`config.mk`:
```
export PLATFORM = sky130hd
export DESIGN_NAME = rtmp_message_chunker
export DESIGN_NICKNAME = d
export VERILOG_FILES = /design/src/rtl/rmc_pkg.sv /design/src/rtl/rmc_ts_ram.sv /design/src/rtl/rmc_framer.sv /design/src/rtl/rtmp_message_chunker.sv
export SDC_FILE = /design/constraint.sdc
export NUM_CORES = 1
export LEC_CHECK = 0
export ABC_AREA = 0
export BUFFER_PORTS_ARGS = -buffer_cell sky130_fd_sc_hd__buf_2
export CORE_MARGIN = 3
export CORE_UTILIZATION = 49
export CTS_CLUSTER_DIAMETER = 200
export DETAILED_ROUTE_END_ITERATION = 8
export PLACE_DENSITY = 0.65
export SLEW_MARGIN = 0
export SYNTH_ARGS = -nofsm -noshare
export SYNTH_HDL_FRONTEND = slang
export SYNTH_SLANG_ARGS = --single-unit
```
`constraint.sdc`:
```
create_clock -name clk_i -period 5.6 [get_ports clk_i]
set_clock_uncertainty 0.15 [all_clocks]
set_input_delay 0 -clock clk_i [delete_from_list [all_inputs] [get_ports clk_i]]
set_output_delay 0 -clock clk_i [all_outputs]
set_load 0.1 [all_outputs]
```
`src/rtl/rmc_pkg.sv`:
```
// ----------------------------------------------------------------------------
// rmc_pkg
// Shared types and constants of the chunk stream packetizer.
// ----------------------------------------------------------------------------
package rmc_pkg;

  localparam int unsigned NUM_CHUNK_STREAMS_DEF = 32;
  localparam int unsigned ID_W                  = 5;
  localparam int unsigned CFG_IDX_W             = 1;
  localparam int unsigned CFG_DATA_W            = 32;

  localparam logic [15:0] CHUNK_SIZE_RST = 16'd128;
  localparam logic [7:0]  HDR_TYPE1      = 8'h40;
  localparam logic [7:0]  HDR_TYPE3      = 8'hC0;

  localparam logic [CFG_IDX_W-1:0] CFG_CHUNK_SIZE    = 1'b0;
  localparam logic [CFG_IDX_W-1:0] CFG_MSG_STREAM_ID = 1'b1;

  typedef enum logic [1:0] {
    KIND_NONE,
    KIND_CONT,
    KIND_TYPE1,
    KIND_TYPE0
  } hdr_kind_e;

  typedef struct packed {
    hdr_kind_e       kind;
    logic [ID_W-1:0] id;
    logic [7:0]      pay;
    logic            last;
    logic [31:0]     ts;
    logic [23:0]     len;
    logic [7:0]      typ;
  } rmc_item_t;

endpackage

```
`src/rtl/rmc_ts_ram.sv`:
```
// ----------------------------------------------------------------------------
// rmc_ts_ram
// Per-stream timestamp store, one port, read-first, registered read data.
// ----------------------------------------------------------------------------
module rmc_ts_ram #(
  parameter int unsigned DEPTH = 32,
  parameter int unsigned AW    = $clog2(DEPTH)
) (
  input  logic          clk_i,
  input  logic          en_i,
  input  logic          we_i,
  input  logic [AW-1:0] addr_i,
  input  logic [31:0]   wdata_i,
  output logic [31:0]   rdata_o
);

  logic [31:0] mem [DEPTH];
  logic [31:0] rdata_q;

  always_ff @(posedge clk_i) begin
    if (en_i) begin
      rdata_q <= mem[addr_i];
      if (we_i) begin
        mem[addr_i] <= wdata_i;
      end
    end
  end

  assign rdata_o = rdata_q;

endmodule

```
`src/rtl/rmc_framer.sv`:
```
// ----------------------------------------------------------------------------
// rmc_framer
// Expands one item into its header bytes and payload byte, output register.
// ----------------------------------------------------------------------------
module rmc_framer
  import rmc_pkg::*;
(
  input  logic        clk_i,
  input  logic        rst_ni,
  input  logic        item_valid_i,
  input  rmc_item_t   item_i,
  input  logic [31:0] ts_prev_i,
  input  logic [31:0] msid_i,
  output logic        take_o,
  output logic        out_valid_o,
  input  logic        out_stall_i,
  output logic [7:0]  out_byte_o,
  output logic        run_last_o,
  output logic        message_end_o
);

  localparam logic [3:0] LAST_NONE  = 4'd0;
  localparam logic [3:0] LAST_CONT  = 4'd1;
  localparam logic [3:0] LAST_TYPE1 = 4'd8;
  localparam logic [3:0] LAST_TYPE0 = 4'd12;

  logic        s1_valid_q;
  rmc_item_t   s1_q;
  logic [3:0]  cnt_q;
  logic        out_valid_q;
  logic [7:0]  out_byte_q;
  logic        run_last_q;
  logic        message_end_q;

  logic        out_free;
  logic        at_last;
  logic        s1_done;
  logic        take;
  logic [3:0]  last_cnt;
  logic [23:0] delta;
  logic [23:0] ts_sel;
  logic [7:0]  id_byte;
  logic [7:0]  byte_d;

  always_comb begin
    case (s1_q.kind)
      KIND_NONE:  last_cnt = LAST_NONE;
      KIND_CONT:  last_cnt = LAST_CONT;
      KIND_TYPE1: last_cnt = LAST_TYPE1;
      KIND_TYPE0: last_cnt = LAST_TYPE0;
      default:    last_cnt = LAST_NONE;
    endcase
  end

  assign out_free = !out_valid_q || !out_stall_i;
  assign at_last  = (cnt_q == last_cnt);
  assign s1_done  = s1_valid_q && out_free && at_last;
  assign take     = !s1_valid_q || s1_done;
  assign take_o   = take;

  assign delta  = 24'(s1_q.ts - ts_prev_i);
  assign ts_sel = (s1_q.kind == KIND_TYPE0) ? s1_q.ts[23:0] : delta;

  always_comb begin
    case (s1_q.kind)
      KIND_TYPE1: id_byte = HDR_TYPE1 | 8'(s1_q.id);
      KIND_CONT:  id_byte = HDR_TYPE3 | 8'(s1_q.id);
      default:    id_byte = 8'(s1_q.id);
    endcase
  end

  always_comb begin
    if (at_last) begin
      byte_d = s1_q.pay;
    end else begin
      case (cnt_q)
        4'd0:    byte_d = id_byte;
        4'd1:    byte_d = ts_sel[23:16];
        4'd2:    byte_d = ts_sel[15:8];
        4'd3:    byte_d = ts_sel[7:0];
        4'd4:    byte_d = s1_q.len[23:16];
        4'd5:    byte_d = s1_q.len[15:8];
        4'd6:    byte_d = s1_q.len[7:0];
        4'd7:    byte_d = s1_q.typ;
        4'd8:    byte_d = msid_i[7:0];
        4'd9:    byte_d = msid_i[15:8];
        4'd10:   byte_d = msid_i[23:16];
        4'd11:   byte_d = msid_i[31:24];
        default: byte_d = s1_q.pay;
      endcase
    end
  end

  always_ff @(posedge clk_i or negedge rst_ni) begin
    if (!rst_ni) begin
      s1_valid_q  <= 1'b0;
      cnt_q       <= '0;
      out_valid_q <= 1'b0;
    end else begin
      if (take) begin
        s1_valid_q <= item_valid_i;
        cnt_q      <= '0;
      end else if (s1_valid_q && out_free) begin
        cnt_q <= cnt_q + 4'd1;
      end
      if (out_free) begin
        out_valid_q <= s1_valid_q;
      end
    end
  end

  always_ff @(posedge clk_i) begin
    if (take) begin
      s1_q <= item_i;
    end
    if (out_free && s1_valid_q) begin
      out_byte_q    <= byte_d;
      run_last_q    <= at_last;
      message_end_q <= at_last && s1_q.last;
    end
  end

  assign out_valid_o   = out_valid_q;
  assign out_byte_o    = out_byte_q;
  assign run_last_o    = run_last_q;
  assign message_end_o = message_end_q;

  a_cnt_bound: assert property (@(posedge clk_i) disable iff (!rst_ni)
    s1_valid_q |-> cnt_q <= last_cnt)
    else $error("byte counter ran past the end of the item");

  a_take_only_free: assert property (@(posedge clk_i) disable iff (!rst_ni)
    take |-> !s1_valid_q || (out_free && at_last))
    else $error("new item taken while the current one is still in flight");

  a_drain: assert property (@(posedge clk_i) disable iff (!rst_ni)
    s1_done && !item_valid_i |=> !s1_valid_q)
    else $error("stage stayed busy after its last byte left");

  a_end_on_last: assert property (@(posedge clk_i) disable iff (!rst_ni)
    out_valid_q && message_end_q |-> run_last_q)
    else $error("message end flagged on a header byte");

endmodule

```
`src/rtl/rtmp_message_chunker.sv`:
```
// ----------------------------------------------------------------------------
// rtmp_message_chunker
// Splits an outgoing message into chunks with type-0/1/3 headers.
// ----------------------------------------------------------------------------
// Path: an accepted item is held in the framer's item stage, and each of its bytes
//   then passes through the single output register; one output byte per cycle
//   while out_stall_i is low. A plain payload byte goes out alone, with a
//   continuation header as 2 bytes, a type-1 message start 9, a type-0 one 13.
// Reset: stream-seen flags clear at once; the timestamp memory is not cleared
//   and its read data is only used for streams already seen. chunk_size resets to 128.
module rtmp_message_chunker
  import rmc_pkg::*;
#(
  parameter int unsigned NUM_CHUNK_STREAMS = NUM_CHUNK_STREAMS_DEF
) (
  input  logic                  clk_i,
  input  logic                  rst_ni,
  input  logic                  cfg_we_i,
  input  logic [CFG_IDX_W-1:0]  cfg_idx_i,
  input  logic [CFG_DATA_W-1:0] cfg_data_i,
  input  logic                  in_valid_i,
  output logic                  in_stall_o,
  input  logic [7:0]            payload_byte_i,
  input  logic                  first_byte_i,
  input  logic                  last_byte_i,
  input  logic [ID_W-1:0]       chunk_stream_i,
  input  logic [31:0]           msg_timestamp_i,
  input  logic [23:0]           msg_len_i,
  input  logic [7:0]            msg_type_i,
  output logic                  out_valid_o,
  input  logic                  out_stall_i,
  output logic [7:0]            out_byte_o,
  output logic                  run_last_o,
  output logic                  message_end_o
);

  localparam int unsigned IW = $clog2(NUM_CHUNK_STREAMS);

  logic [15:0]                  chunk_size_q;
  logic [31:0]                  msid_q;
  logic [15:0]                  bic_q, bic_d;
  logic [ID_W-1:0]              cur_q;
  logic [NUM_CHUNK_STREAMS-1:0] seen_q;

  logic        take;
  logic        accept;
  logic        need_cont;
  logic [IW-1:0] idx;
  rmc_item_t   item;
  logic [31:0] ts_prev;

  always_comb begin
    idx = '0;
    for (int k = 0; k < (1 << ID_W); k++) begin
      if (chunk_stream_i == ID_W'(k)) begin
        idx = IW'(k % NUM_CHUNK_STREAMS);
      end
    end
  end

  assign accept     = in_valid_i && take;
  assign in_stall_o = !take;
  assign need_cont  = (bic_q >= chunk_size_q);

  always_comb begin
    item.pay  = payload_byte_i;
    item.last = last_byte_i;
    item.ts   = msg_timestamp_i;
    item.len  = msg_len_i;
    item.typ  = msg_type_i;
    if (first_byte_i) begin
      item.kind = seen_q[idx] ? KIND_TYPE1 : KIND_TYPE0;
      item.id   = chunk_stream_i;
      bic_d     = 16'd1;
    end else begin
      item.kind = need_cont ? KIND_CONT : KIND_NONE;
      item.id   = cur_q;
      bic_d     = need_cont ? 16'd1 : bic_q + 16'd1;
    end
  end

  always_ff @(posedge clk_i or negedge rst_ni) begin
    if (!rst_ni) begin
      chunk_size_q <= CHUNK_SIZE_RST;
      msid_q       <= '0;
      bic_q        <= '0;
      cur_q        <= '0;
      seen_q       <= '0;
    end else begin
      if (cfg_we_i) begin
        case (cfg_idx_i)
          CFG_CHUNK_SIZE:    chunk_size_q <= cfg_data_i[15:0];
          CFG_MSG_STREAM_ID: msid_q       <= cfg_data_i;
          default: ;
        endcase
      end
      if (accept) begin
        bic_q <= bic_d;
        if (first_byte_i) begin
          cur_q       <= chunk_stream_i;
          seen_q[idx] <= 1'b1;
        end
      end
    end
  end

  rmc_ts_ram #(
    .DEPTH (NUM_CHUNK_STREAMS),
    .AW    (IW)
  ) u_ts_ram (
    .clk_i   (clk_i),
    .en_i    (accept),
    .we_i    (first_byte_i),
    .addr_i  (idx),
    .wdata_i (msg_timestamp_i),
    .rdata_o (ts_prev)
  );

  rmc_framer u_framer (
    .clk_i         (clk_i),
    .rst_ni        (rst_ni),
    .item_valid_i  (in_valid_i),
    .item_i        (item),
    .ts_prev_i     (ts_prev),
    .msid_i        (msid_q),
    .take_o        (take),
    .out_valid_o   (out_valid_o),
    .out_stall_i   (out_stall_i),
    .out_byte_o    (out_byte_o),
    .run_last_o    (run_last_o),
    .message_end_o (message_end_o)
  );

endmodule

```
==> impl_results.rst <==
.. list-table::
   :header-rows: 1

   * - Metric
     - Value
   * - Proportion of power drawn by the clock network
     - around a third
   * - Clock input transition at the sequential cells of the worst setup and hold paths
     - 0.06 ns
   * - Post-CTS setup-driven buffer insertion count
     - 0
   * - Switching power of the nets
     - approximately 5.4 mW
   * - Routed wire per std cell
     - approximately 27 µm
   * - Internal power
     - around 14 mW
   * - Register bit total from synthesis
     - 981
   * - Post-Synthesis Cell Area
     - ~40000 µm²
   * - FF-to-FF setup slack
     - around 1.0 ns
   * - Global route total overflow
     - 0
   * - Number of antenna violations at the first check in global routing
     - 6
   * - Most used DFF post-synth
     - edfxtp_1
   * - Worst Tran Pin Value
     - 1.045 ns
   * - Max Clock Freq
     - about 220 MHz
   * - Share of synthesized registers carrying an async set or reset
     - a little over a tenth
   * - Result of the run
     - completed
   * - X dimension of the die
     - between 200 and 300 µm
   * - Slowest CP cell
     - nor2_4
   * - Longest individual stage delay on the worst path
     - a little under 0.9 ns
   * - Delay-heaviest family, CP
     - simple AND/OR/NAND/NOR gates
   * - Final period demand of the worst path
     - approximately 4.6 ns
   * - Post-Synthesis Mean Instance Area
     - ~20 µm²
   * - Setup TNS
     - 0 ns
   * - Stages on the worst setup path
     - 12
   * - Skew-Pair Late Insertion Delay
     - ~0.66 ns
   * - Input/output buffers
     - 120
   * - Placeable core region
     - roughly 80000 µm²
   * - Leakage
     - 15.86 nW
   * - Number of buffers inserted by hold repair at cts
     - between 200 and 250
   * - Total wire length
     - a little over 90 mm
   * - Sequential fraction of design power
     - a little under half
   * - Startpoint Class
     - flip-flop
   * - Crit path buf inv count
     - 2
   * - Num Clock Sinks
     - 981
   * - CTS Root Buffer Type
     - clkbuf_16
   * - Overall via count from detail_route
     - around 20000
   * - Worst r2r dst
     - u_ts_ram.mem[1][20]
   * - Number of cell rows
     - 103
   * - Die ar.
     - between 80000 and 90000 µm²
   * - Top-level port count
     - approximately 130
   * - RSZ-0062 raised after global routing
     - false
   * - Synth top area share
     - 66.36%
   * - Number of nets in the layout
     - approximately 2500
   * - Violation count after the first detailed-routing iteration
     - 1880
   * - Startpoint of the tightest hold check path
     - chunk_stream_i[0]
   * - HPWL reported at the end of detailed placement
     - approximately 52 mm
   * - Number of H-tree levels
     - 3
   * - Crit path to
     - u_ts_ram.mem[1][20]
   * - Worst min-delay path class
     - input pin to flip-flop
   * - Count of cell types in the netlist
     - 63
   * - Count of nets left with antenna violations after detail routing
     - 0
   * - Endpoints failing hold
     - 0
   * - Cell-by-cell listing of the critical path
     - inv_1 -> ha_1 -> nand2b_1 -> xnor2_1 -> o31a_1 -> nor3_4 -> a21bo_4 -> nand2_4 -> inv_6 -> nand2_4 -> or4_1 -> nor2_4
   * - Detailed Routing Iterations Pass 1
     - 7
   * - Largest area contributor in the synthesized netlist
     - edfxtp_1
   * - Vias per cell
     - 5.948
   * - Overall power
     - between 15 and 20 mW
   * - Period utilisation layout
     - between 80% and 90%
   * - R2R cell count
     - 12
   * - Y dimension of the die
     - just under 300 µm
   * - Count of unresolved DRC violations after routing
     - 0
   * - Required arrival time at the worst endpoint
     - about 5.7 ns
   * - Total of max-cap violations
     - 0
   * - Final GP Congestion
     - between 0.8 and 0.9
   * - Maximum net fanout on the critical path
     - a little over 40
   * - Global-route wire length before repair
     - approximately 140 mm
   * - Clock tree from TritonCTS
     - built
   * - Initial standard-cell utilization of the core
     - about half
   * - Number of buffers added by the clock tree synthesis step
     - between 90 and 100
   * - VDD IR-drop max
     - about 0.3 mV
   * - Final setup violation count
     - 0
   * - Largest cells by area after synthesis
     - edfxtp_1, mux4_2, dfrtp_1, mux2_2, ha_1
   * - Clock buffer depth
     - 3
   * - Number of instances resized during post-cts repair
     - 0
   * - Worst setup path startpoint
     - u_framer.s1_q[78]
   * - Layout Area Growth over Synthesis
     - 17.98%
   * - Register area share after synthesis
     - between 70% and 80%
   * - Power per cell area
     - 407.2 nW/µm²
   * - Worst Path Arrival
     - between 4 and 5 ns
   * - Synthesized net count
     - around 2200
   * - Share of power burned in combinational logic
     - about a fifth
   * - Max transition margin
     - a little under a third
   * - Type of element capturing the critical path
     - flip-flop
   * - Net switching fraction of the power
     - 28.42%
   * - Total routing resource utilization after global routing
     - between 20 and 25%
   * - Startpoint of the worst-slack reg-to-reg timing path
     - u_framer.s1_q[78]
   * - Syn Inst Count
     - about 2000
   * - Number of enable-type register cells in the synthesized netlist
     - just under 900
   * - Slew Viols, Final
     - 0
   * - Most repeated cell in the gate-level netlist after synthesis
     - edfxtp_1
   * - Largest net degree at the start of global routing
     - ~120
   * - Critical setup path kind
     - flip-flop to flip-flop
   * - Number of global-route vias before repair
     - roughly 21000
   * - Synth top cells by count
     - edfxtp_1, mux4_2, dfrtp_1, mux2_2, o21ai_0
   * - Fraction of layout instances using a drive strength above 1
     - between 20% and 30%
   * - Synth warn
     - 0
   * - Cell mode on critical path
     - nand2_4
[how the worst min path moves through the flow]
| stage | endpoint | slack, ns | cells past startpoint |
|---|---|---|---|
| after floorplan | bic_q[0] | -0.45 | 0 |
| after global placement | msid_q[14] | -0.12 | 1 |
| after detailed placement | msid_q[6] | -0.11 | 1 |
| after CTS | msid_q[4] | 0.002 | 3 |
| after global routing | chunk_size_q[6] | 0.05 | 4 |
| final | seen_q[25] | 0.04 | 4 |
[layout by cell type, fill, tap and decap left out, drive strengths merged, types with 21 or more instances in the layout]
cell type	n
clkbuf	121
mux4	250
nor2	57
ha	49
nor2b	21
clkinv	54
o21ai	64
nand2	51
mux2	70
buf	136
dlygate4sd3	206
o21bai	35
dfrtp	106
a21oi	34
a22o	25
edfxtp	874
inv	58
[layout make-up]
cell class                      count  area (µm²)
Antenna cell                        5       12.51
Clock buffer                      120        2572
Clock inverter                     63       545.5
Fill cell                        5576       32850
Inverter                           56       215.2
Multi-Input combinational cell    848       10220
Sequential cell                   981       28920
Tap cell                         1050        1314
Timing Repair Buffer              343        2861
[worst reg2reg max path, delay by kind of cell, from the launching register on]
kind / cells / cell delay (ns)
DFF: 1 / 0.43
buffers and inverters: 2 / 0.40
adders and majority gates: 1 / 0.23
and+or+nand+nor: 6 / 2.28
AOI/OAI and AO/OA: 2 / 0.52
xor gates and xnor gates: 1 / 0.13
[registers in the layout, indices dropped and copies added, names as in the netlist]
| signal | cells |
|---|---|
| u_framer.out_byte_o | 8 |
| u_ts_ram.rdata_o | 24 |
| u_framer.out_valid_o | 1 |
| u_framer.cnt_q | 4 |
| u_framer.run_last_o | 1 |
| chunk_size_q | 16 |
| seen_q | 32 |
| bic_q | 16 |
| u_framer.s1_valid_q | 1 |
| msid_q | 32 |
| u_framer.message_end_o | 1 |
| cur_q | 5 |
| u_ts_ram.mem | 768 |
| u_framer.s1_q | 72 |
[power by group through the flow]
| stage | Clock [mW] | Sequential, mW | Combinational [mW] |
|---|---|---|---|
| after floorplan | 0 | 9.28 | 2.21 |
| after global placement | 0 | 9.15 | 3.40 |
| after detailed placement | 0 | 9.17 | 3.46 |
| after CTS | 6.42 | 9.02 | 3.62 |
| after global routing | 6.71 | 9.09 | 3.92 |
| final | 6.32 | 9.05 | 3.63 |
[layer usage]
layer,vias up,part of all wire [%],global-route usage [%]
met4,0,4.4,10.22
met5,-,0,0
met2,710,49,35.37
li1,8828,-,-
met1,10885,41,29.69
met3,193,5.7,3.482
[metrics by stage]
stage / std cells / utilization, % / instance area [µm²] / setup slack, ns / hold slack (ns)
after global routing: 3466 / 58.69 / 46660 / 0.8224 / 0.04801
final: 3466 / 58.69 / 46660 / 1.046 / 0.04417
after global placement: 3071 / 52.12 / 41440 / 1.187 / -0.1172
after CTS: 3461 / 58.67 / 46650 / 1.011 / 0.001727
after detailed placement: 3071 / 52.12 / 41440 / 1.025 / -0.1071
after floorplan: 1990 / - / 39550 / 0.9888 / -0.4456
[cells by family (layout without fill, tap and decap cells)]
kind of cell	after synthesis	after routing	synth area share (%)
AOI/OAI and AO/OA	241	241	4.201
DFF	981	981	73.13
adders and majority gates	50	50	1.601
buffers and inverters	161	582	1.639
xor gates and xnor gates	16	16	0.3543
other	0	5	0
and+or+nand+nor	219	219	2.793
muxes	322	322	16.28
Note: power is estimated with default switching activity, not from simulation.
